<file path="src/hw/rtl/modexp_pkg.sv">
package modexp_pkg;

  localparam int BASE_BITS  = 16;
  localparam int OUT_BITS   = 16;
  localparam int CFG_IDX_W  = 2;
  localparam int CFG_DATA_W = 64;

  localparam logic [CFG_IDX_W-1:0] REG_MODULUS  = 2'd0;
  localparam logic [CFG_IDX_W-1:0] REG_EXPONENT = 2'd1;

  localparam logic [CFG_DATA_W-1:0] EXP_RESET = 64'd65537;

  typedef logic [BASE_BITS-1:0] base_t;
  typedef logic [OUT_BITS-1:0]  result_t;

endpackage

</file>
<file path="src/hw/rtl/modular_exponentiation.sv">
// channel | direction | handshake           | payload
// input   | in        | start && !busy      | in_base_value
// result  | out       | out_valid (1 cycle) | out_power_result
// config  | in        | cfg_valid/cfg_ready | cfg_index, cfg_wdata
//
// the work on each base is, in order:
// a bit-serial reduction of the base, then per exponent bit one pass of two
// bit-serial modular multipliers (multiply and square) running side by side.
// the result strobes for one cycle at the edge where busy falls; a new start
// may be taken in that same cycle. reset (synchronous, rst_n low) returns to idle
// with modulus 1 and exponent 65537. the receiver cannot stall the result.
module modular_exponentiation #(
  parameter int MOD_BITS = 16,
  parameter int EXP_BITS = 32
) (
  input  logic                                clk,
  input  logic                                rst_n,
  input  logic                                start,
  output logic                                busy,
  input  modexp_pkg::base_t                   in_base_value,
  output logic                                out_valid,
  output modexp_pkg::result_t                 out_power_result,
  input  logic                                cfg_valid,
  output logic                                cfg_ready,
  input  logic [modexp_pkg::CFG_IDX_W-1:0]    cfg_index,
  input  logic [modexp_pkg::CFG_DATA_W-1:0]   cfg_wdata
);
  import modexp_pkg::*;

  localparam int INNER_MAX = (MOD_BITS > BASE_BITS) ? MOD_BITS : BASE_BITS;
  localparam int CNT_W     = $clog2(INNER_MAX);
  localparam int ECNT_W    = $clog2(EXP_BITS);

  localparam logic [1:0] ST_IDLE   = 2'd0;
  localparam logic [1:0] ST_REDUCE = 2'd1;
  localparam logic [1:0] ST_MULT   = 2'd2;

  logic [1:0]          state_r, state_nxt;
  logic [MOD_BITS-1:0] modulus_r;
  logic [EXP_BITS-1:0] exponent_r;
  logic [EXP_BITS-1:0] exp_sh_r, exp_sh_nxt;
  logic [BASE_BITS-1:0] base_sh_r, base_sh_nxt;
  logic [MOD_BITS-1:0] acc_r, acc_nxt;
  logic [MOD_BITS-1:0] sq_r, sq_nxt;
  logic [MOD_BITS-1:0] acc_sh_r, acc_sh_nxt;
  logic [MOD_BITS-1:0] sq_sh_r, sq_sh_nxt;
  logic [MOD_BITS-1:0] pa_r, pa_nxt;
  logic [MOD_BITS-1:0] ps_r, ps_nxt;
  logic [CNT_W-1:0]    bit_cnt_r, bit_cnt_nxt;
  logic [ECNT_W-1:0]   exp_cnt_r, exp_cnt_nxt;
  logic                out_valid_r, out_valid_nxt;
  result_t             out_power_result_r, out_power_result_nxt;
  logic [MOD_BITS-1:0] step_a, step_s;

  // one bit of interleaved modular multiplication: (2r + bit*b) mod m
  function automatic logic [MOD_BITS-1:0] dbl_add(
    input logic [MOD_BITS-1:0] r,
    input logic                bit_in,
    input logic [MOD_BITS-1:0] b,
    input logic [MOD_BITS-1:0] m
  );
    logic [MOD_BITS:0] t;
    logic [MOD_BITS:0] u;
    t = {r, 1'b0};
    if (t >= {1'b0, m}) t = t - {1'b0, m};
    u = bit_in ? t + {1'b0, b} : t;
    if (u >= {1'b0, m}) u = u - {1'b0, m};
    return u[MOD_BITS-1:0];
  endfunction

  assign busy             = (state_r != ST_IDLE);
  assign cfg_ready        = 1'b1;
  assign out_valid        = out_valid_r;
  assign out_power_result = out_power_result_r;

  // reduction reuses the multiply datapath with an addend of one
  assign step_a = (state_r == ST_REDUCE)
                ? dbl_add(pa_r, base_sh_r[BASE_BITS-1], MOD_BITS'(1), modulus_r)
                : dbl_add(pa_r, acc_sh_r[MOD_BITS-1], sq_r, modulus_r);
  assign step_s = dbl_add(ps_r, sq_sh_r[MOD_BITS-1], sq_r, modulus_r);

  always_comb begin
    state_nxt            = state_r;
    exp_sh_nxt           = exp_sh_r;
    base_sh_nxt          = base_sh_r;
    acc_nxt              = acc_r;
    sq_nxt               = sq_r;
    acc_sh_nxt           = acc_sh_r;
    sq_sh_nxt            = sq_sh_r;
    pa_nxt               = pa_r;
    ps_nxt               = ps_r;
    bit_cnt_nxt          = bit_cnt_r;
    exp_cnt_nxt          = exp_cnt_r;
    out_valid_nxt        = 1'b0;
    out_power_result_nxt = out_power_result_r;
    case (state_r)
      ST_IDLE: begin
        if (start) begin
          base_sh_nxt = in_base_value;
          exp_sh_nxt  = exponent_r;
          pa_nxt      = '0;
          bit_cnt_nxt = '0;
          state_nxt   = ST_REDUCE;
        end
      end
      ST_REDUCE: begin
        base_sh_nxt = base_sh_r << 1;
        bit_cnt_nxt = bit_cnt_r + 1'b1;
        pa_nxt      = step_a;
        if (bit_cnt_r == CNT_W'(BASE_BITS - 1)) begin
          sq_nxt      = step_a;
          sq_sh_nxt   = step_a;
          acc_nxt     = MOD_BITS'(1);
          acc_sh_nxt  = MOD_BITS'(1);
          pa_nxt      = '0;
          ps_nxt      = '0;
          bit_cnt_nxt = '0;
          exp_cnt_nxt = '0;
          state_nxt   = ST_MULT;
        end
      end
      ST_MULT: begin
        acc_sh_nxt  = acc_sh_r << 1;
        sq_sh_nxt   = sq_sh_r << 1;
        pa_nxt      = step_a;
        ps_nxt      = step_s;
        bit_cnt_nxt = bit_cnt_r + 1'b1;
        if (bit_cnt_r == CNT_W'(MOD_BITS - 1)) begin
          // end of one exponent bit: commit multiply if set, always commit square
          acc_nxt     = exp_sh_r[0] ? step_a : acc_r;
          sq_nxt      = step_s;
          acc_sh_nxt  = exp_sh_r[0] ? step_a : acc_r;
          sq_sh_nxt   = step_s;
          pa_nxt      = '0;
          ps_nxt      = '0;
          bit_cnt_nxt = '0;
          exp_sh_nxt  = exp_sh_r >> 1;
          exp_cnt_nxt = exp_cnt_r + 1'b1;
          if (exp_cnt_r == ECNT_W'(EXP_BITS - 1)) begin
            out_valid_nxt        = 1'b1;
            out_power_result_nxt = OUT_BITS'(exp_sh_r[0] ? step_a : acc_r);
            state_nxt            = ST_IDLE;
          end
        end
      end
      default: begin
        state_nxt = ST_IDLE;
      end
    endcase
  end

  always_ff @(posedge clk) begin
    if (!rst_n) begin
      state_r     <= ST_IDLE;
      out_valid_r <= 1'b0;
      modulus_r   <= MOD_BITS'(1);
      exponent_r  <= EXP_BITS'(EXP_RESET);
    end else begin
      state_r     <= state_nxt;
      out_valid_r <= out_valid_nxt;
      if (cfg_valid && cfg_ready) begin
        if (cfg_index == REG_MODULUS) begin
          // a zero modulus is dropped so the register never holds it
          if (cfg_wdata[MOD_BITS-1:0] != '0) modulus_r <= cfg_wdata[MOD_BITS-1:0];
        end else if (cfg_index == REG_EXPONENT) begin
          exponent_r <= cfg_wdata[EXP_BITS-1:0];
        end
      end
    end
  end

  always_ff @(posedge clk) begin
    exp_sh_r           <= exp_sh_nxt;
    base_sh_r          <= base_sh_nxt;
    acc_r              <= acc_nxt;
    sq_r               <= sq_nxt;
    acc_sh_r           <= acc_sh_nxt;
    sq_sh_r            <= sq_sh_nxt;
    pa_r               <= pa_nxt;
    ps_r               <= ps_nxt;
    bit_cnt_r          <= bit_cnt_nxt;
    exp_cnt_r          <= exp_cnt_nxt;
    out_power_result_r <= out_power_result_nxt;
  end

endmodule

</file>
<file path="config.mk">
export PLATFORM = sky130hd
export DESIGN_NAME = modular_exponentiation
export DESIGN_NICKNAME = d
export VERILOG_FILES = /design/src/hw/rtl/modexp_pkg.sv /design/src/hw/rtl/modular_exponentiation.sv
export SDC_FILE = /design/constraint.sdc
export NUM_CORES = 1
export LEC_CHECK = 0
export BUFFER_PORTS_ARGS = -buffer_cell sky130_fd_sc_hd__buf_2
export CORE_MARGIN = 1
export CORE_UTILIZATION = 32
export CTS_BUF_LIST = sky130_fd_sc_hd__clkbuf_16
export CTS_CLUSTER_DIAMETER = 30
export CTS_CLUSTER_SIZE = 8
export DETAILED_ROUTE_END_ITERATION = 10
export HOLD_SLACK_MARGIN = 0.15
export SETUP_SLACK_MARGIN = 0.05
export SLEW_MARGIN = 30
export SYNTH_ARGS = -nofsm -noshare
export SYNTH_HDL_FRONTEND = slang
export SYNTH_SLANG_ARGS = --single-unit
</file>
<file path="constraint.sdc">
create_clock -name clk -period 9.9 [get_ports clk]
set_input_delay 2.475 -clock clk [delete_from_list [all_inputs] [get_ports clk]]
set_output_delay 2.475 -clock clk [all_outputs]
set_load 0.01 [all_outputs]
</file>
* After elaboration in Yosys (flattened, before gate mapping)
Cells that the tools add are included. W data, S select, Z words.
Storage, ports and cells: register bits 220, bits in latches 0, bits in writable memories 0, ROM bits 0, input port bits 86, output and inout bits 19, word-level logic and storage cells 102, memories kept 0
Cells by class: $add $sub $neg 10, multipliers 0, div/mod/pow operators 0, $lt $le $gt $ge 5, equality and inequality tests 9, shifts and indexed selects 0, mux-type cells 43, bitwise gates (word level) 1, reductions and logical operators 19
Operators by type and width (count):
- $mux W16 | 16
- $pmux W16 S2 | 7
- $ge A17 B16 Y1 | 5
- $mux W17 | 5
- $mux W32 | 2
- $pmux W32 S2 | 1
- $sub A16 B16 Y16 | 3
- $add A17 B16 Y17 | 2
- $sub A17 B16 Y17 | 2
- $reduce_and A3 Y1 | 6
- $add A17 B1 Y17 const B | 1
- $reduce_bool A16 Y1 | 1
- $mux W5 | 2
- $pmux W5 S2 | 1
- $reduce_bool A2 Y1 | 5
- $mux W2 | 4
- $mux W4 | 2
- $pmux W4 S2 | 1
- $ne A2 B2 Y1 const B | 3
- $pmux W2 S3 | 1
- $reduce_and A2 Y1 | 3
- $add A5 B1 Y5 const B | 1
- $eq A5 B5 Y1 const B | 1
- $add A4 B1 Y4 const B | 1
- other kinds (9) | 11

* Longest topological paths before layout
word-level depth 10, gate-level depth with buffers 33

* Worst setup path after synthesis
Ideal clock, no wire load.
path kind reg-to-reg, start point register modulus_r[1], end point register sq_sh_r[1] (data pin), arrival 6.832 ns, required time 9.634 ns, slack 2.802 ns, stages on the path, launching flop included 31, period minus slack after synthesis 7.098 ns, cell sequence dfxtp_1 inv_1 ha_1 nand2b_1 a21oi_1 o32ai_1 o31a_1 a22oi_1 clkbuf_1 mux2i_1 inv_1 ha_1 a211oi_1 o211ai_1 a21oi_1 o21bai_1 a21oi_1 xnor2_1 mux2_2 ha_1 a21o_1 a21oi_1 nand2_1 o221a_2 a41o_1 o21a_1 nor4_4 buf_4 mux2i_1 a21oi_1 o21bai_1
Between the ends: word-level cells in the longest chain between the ends 9, elaborated cells on any way between the ends 25, those cells by class 8 x add/sub; 5 x order compare; 12 x mux
RTL lines:
- start: declaration | RTL line modular_exponentiation.sv:39 | logic [MOD_BITS-1:0] modulus_r;
- start signal: assignment | RTL line modular_exponentiation.sv:164 | if (cfg_wdata[MOD_BITS-1:0] != '0) modulus_r <= cfg_wdata[MOD_BITS-1:0];
- $sub A17 B16 Y17 / $ge A17 B16 Y1 (equally long branches) | RTL line modular_exponentiation.sv:65 | if (t >= {1'b0, m}) t = t - {1'b0, m};
- $mux W17 | RTL line modular_exponentiation.sv:65
- $add A17 B16 Y17 / $add A17 B1 Y17 (equally long branches) | RTL line modular_exponentiation.sv:66 | u = bit_in ? t + {1'b0, b} : t;
- $mux W17 | RTL line modular_exponentiation.sv:66
- $sub A16 B16 Y16 / $ge A17 B16 Y1 (equally long branches) | RTL line modular_exponentiation.sv:67 | if (u >= {1'b0, m}) u = u - {1'b0, m};
- $mux W16 | RTL line modular_exponentiation.sv:67
- $mux W16 | RTL line modular_exponentiation.sv:78 | ? dbl_add(pa_r, base_sh_r[BASE_BITS-1], MOD_BITS'(1), modulus_r)
- $mux W16 | RTL line modular_exponentiation.sv:110 | if (bit_cnt_r == CNT_W'(BASE_BITS - 1)) begin
- $pmux W16 S2 * | RTL line modular_exponentiation.sv:96 | case (state_r)
- via sq_sh_nxt[1] | RTL line modular_exponentiation.sv:46 | logic [MOD_BITS-1:0] sq_sh_r, sq_sh_nxt;
- end signal: assignment | RTL line modular_exponentiation.sv:178 | sq_sh_r <= sq_sh_nxt;
- end: declaration | RTL line modular_exponentiation.sv:46
The timed path passes the listed nets; every way through them passes the cells marked *. The select of a mux whose other input is x is not followed. A chain may end at the register's enable or synchronous reset.

* Worst setup path after layout
start point register modulus_r[3], end point register sq_r[7] (data pin)
Between the ends: word-level cells in the longest chain between the ends 9, elaborated cells on any way between the ends 25, those cells by class 8 x add/sub; 5 x order compare; 12 x mux
RTL lines:
- $sub A17 B16 Y17 / $ge A17 B16 Y1 (equally long branches) | RTL line modular_exponentiation.sv:65
- $mux W17 | RTL line modular_exponentiation.sv:65
- $add A17 B16 Y17 / $add A17 B1 Y17 (equally long branches) | RTL line modular_exponentiation.sv:66
- $mux W17 | RTL line modular_exponentiation.sv:66
- $sub A16 B16 Y16 / $ge A17 B16 Y1 (equally long branches) | RTL line modular_exponentiation.sv:67
- $mux W16 | RTL line modular_exponentiation.sv:67
- $mux W16 | RTL line modular_exponentiation.sv:78
- $mux W16 | RTL line modular_exponentiation.sv:110
- $pmux W16 S2 * | RTL line modular_exponentiation.sv:96
- via sq_nxt[7] | RTL line modular_exponentiation.sv:44 | logic [MOD_BITS-1:0] sq_r, sq_nxt;
- end signal: assignment | RTL line modular_exponentiation.sv:176 | sq_r <= sq_nxt;
- end: declaration | RTL line modular_exponentiation.sv:44
Marked as above.

==> out/qor.yml <==
status:
  outcome: "completed"
cts:
  clk_latency_ps: 560
  root_buffer: "clkbuf_16"
  cts_sinks: 220
  cts.path.max_buffers: 3
  numCtsBuffers: 45
  cts.clk_slew.worst_paths_ps: 50
  hold_buffers: 0
  ctsResizeCount: 0
  post_cts_buffers: 0
  cts_tree: "yes"
  cts.htree.levels: 2
flow_run:
  cap_viol_max_count: 0
drt:
  route.final.wire_length_um: 44400
  viasPerCell: 5.35
  wl_per_cell_um: 17.8
  initialDrtViolationCount: 840
  drc: 0
  vias: 13300
  first_pass_iters: 6
  ant_nets: 0
synth:
  synth_top_area_frac: 0.310
  synth_nets: 1928
  synth_ff_type: "edfxtp_1"
  yosys_warnings: 0
  synth_cell_types: 89
  syn_inst: 1715
  yosys.area.top_type: "edfxtp_1"
  avgSynthCellArea_um2: 9.54
  async_reset_ff_frac: 0
  ys_ff_latch: 220
  syn_area_um2: 16400
  synth_area_leaders: "edfxtp_1 31%, ha_1 9.2%, mux2_2 6.5%"
  synth-edff-count: 169
  yosysSeqAreaShare: 0.373
placement:
  dpl.cell_count: 2409
  portBuffers: 71
  gp_congestion: 0.904
  hpwl_um: 33700
floorplan:
  dieArea_um2: 52000
  initial_utilization: 0.326
  ios: 105
  die_w_um: 228
  core_um2: 50300
  fp-row-count: 82
  fp.dieH_um: 228
global_routing:
  grt_max_degree: 79
  grt_pass1_wl_um: 69600
  grt_usage: 0.166
  antenna_found_initial: 0
  grt_pass1_vias: 12700
  grt-ovfl-total: 0
cells_and_area:
  final_cells: 2491
  drive_above_1_share: 0.163
  synthToLayoutAreaGrowth_pct: 16.3
  fin_nets: 1997
timing:
  setup_violations: 0
  rsz0062_at_grt: "no"
  hold_violations: 0
  final.period_utilization: 0.864
  period_needed_ps: 8550
  slew_headroom: 0.362
  worstMarginPinSlew_ps: 947
  maxClockFrequency_ghz: 0.117
  drv_slew: 0
  fin_skew_ps: 22.6
  setup_tns_ps: 0
worst_setup_path:
  cp_num_buf_inv: 3
  arrival_ps: 8790
  cp-end-kind: "register"
  crit_family: "compound AO/OA/AOI/OAI gates"
  cpPeakStageDelay_ps: 680
  start_kind: "register"
  slowest_stage: "o21ai_0"
  worstPathRequired_ps: 10140
  crit_fanout: 15
  crit_type: "register to register"
hold_path:
  hp-class: "register to register"
Yosys cell counts (14+ instances only):
| cell | instances |
|---|---|
| and2_1 | 22 |
| a211oi_1 | 21 |
| dfxtp_1 | 51 |
| a21oi_1 | 104 |
| nand2_1 | 167 |
| nand3_1 | 33 |
| a21boi_0 | 36 |
| mux2_2 | 95 |
| a31oi_1 | 15 |
| o21ai_0 | 100 |
| o21a_1 | 28 |
| edfxtp_1 | 169 |
| nor2_1 | 129 |
| nand4_1 | 21 |
| xor2_1 | 30 |
| o21bai_1 | 19 |
| ha_1 | 120 |
| clkbuf_1 | 51 |
| mux2i_1 | 60 |
| a21o_1 | 38 |
| xnor2_1 | 69 |
| nor2b_1 | 33 |
| and3_1 | 14 |
| inv_1 | 66 |
| nor3_1 | 29 |
flip-flops by register name, summed over array words and instances (netlist names):
register	cells
exp_sh_r	32
exponent_r	32
acc_r	16
acc_sh_r	16
base_sh_r	16
modulus_r	16
out_power_result	16
pa_r	16
ps_r	16
sq_r	16
sq_sh_r	16
exp_cnt_r	5
bit_cnt_r	4
state_r	2
out_valid	1
worst paths after layout:
path / from / to / slack [ps] / cells after the start
worst max-delay path: modulus_r[3] / sq_r[7] / 1350 / 29
worst min-delay path: exponent_r[31] / exponent_r[31] / 460 / 2
worst max register to register: modulus_r[3] / sq_r[7] / 1350 / 29
worst min register to register: exponent_r[31] / exponent_r[31] / 460 / 2
worst register-to-register path: cells and delay by family (launching register included):
kind,cells,cell delay (ps)
fa+ha+maj,3,1070
flops,1,330
buf+inv,3,610
compound gates,11,2750
mux,3,1070
simple gates,9,2400
per-layer routing:
metal / vias up / GRT usage / wire length (µm)
li1: 6497 / - / -
met1: 6371 / 0.219 / 20300
met2: 365 / 0.278 / 20900
met3: 103 / 0.0189 / 1810
met4: 0 / 0.0640 / 1450
met5: - / 0 / 0
area by class of cell:
type	count	area [µm²]
repair buffers	93	544
flip-flops and latches	220	6100
clock inverters	32	295
inverters	69	259
clock buffers	49	1230
fillers	5033	31200
well taps	672	841
diodes	1	2.50
multi-input cells	1355	9780
cells in the final DEF (no fill, tap or decap), types with 28 or more instances in the layout:
master	netlist	layout
edfxtp_1	169	169
nand2_1	167	166
nor2_1	129	128
ha_1	120	118
a21oi_1	104	104
o21ai_0	100	97
mux2_2	95	95
inv_1	66	72
buf_2	6	71
xnor2_1	69	69
mux2i_1	60	60
dfxtp_1	51	51
clkbuf_16	0	49
a21o_1	38	38
a21boi_0	36	36
nor2b_1	33	33
nand3_1	33	33
xor2_1	30	30
nor3_1	29	29
o21a_1	28	28
cells by family after synthesis:
logic type,count (synthesis),share of synthesized area
multiplexers,157,0.104
buffers and inverters,140,0.0339
other,1,0.000229
AND/OR/NAND/NOR,505,0.147
XOR/XNOR,99,0.0530
AO/OA/AOI/OAI,466,0.189
flip-flops,220,0.373
adder cells (fa/ha/maj),127,0.100
stage by stage:
step	hold slack, ps	utilization	area, µm²	setup slack [ps]
after floorplan	437	-	16400	2800
after global placement	450	0.347	17500	1610
after detailed placement	457	0.348	17500	1510
after CTS	463	0.379	19000	1480
after global routing	485	0.379	19000	805
final	458	0.379	19000	1350
Power is not shown: default switching activity piles up to over one toggle a cycle in this logic, so the estimate is an artifact.
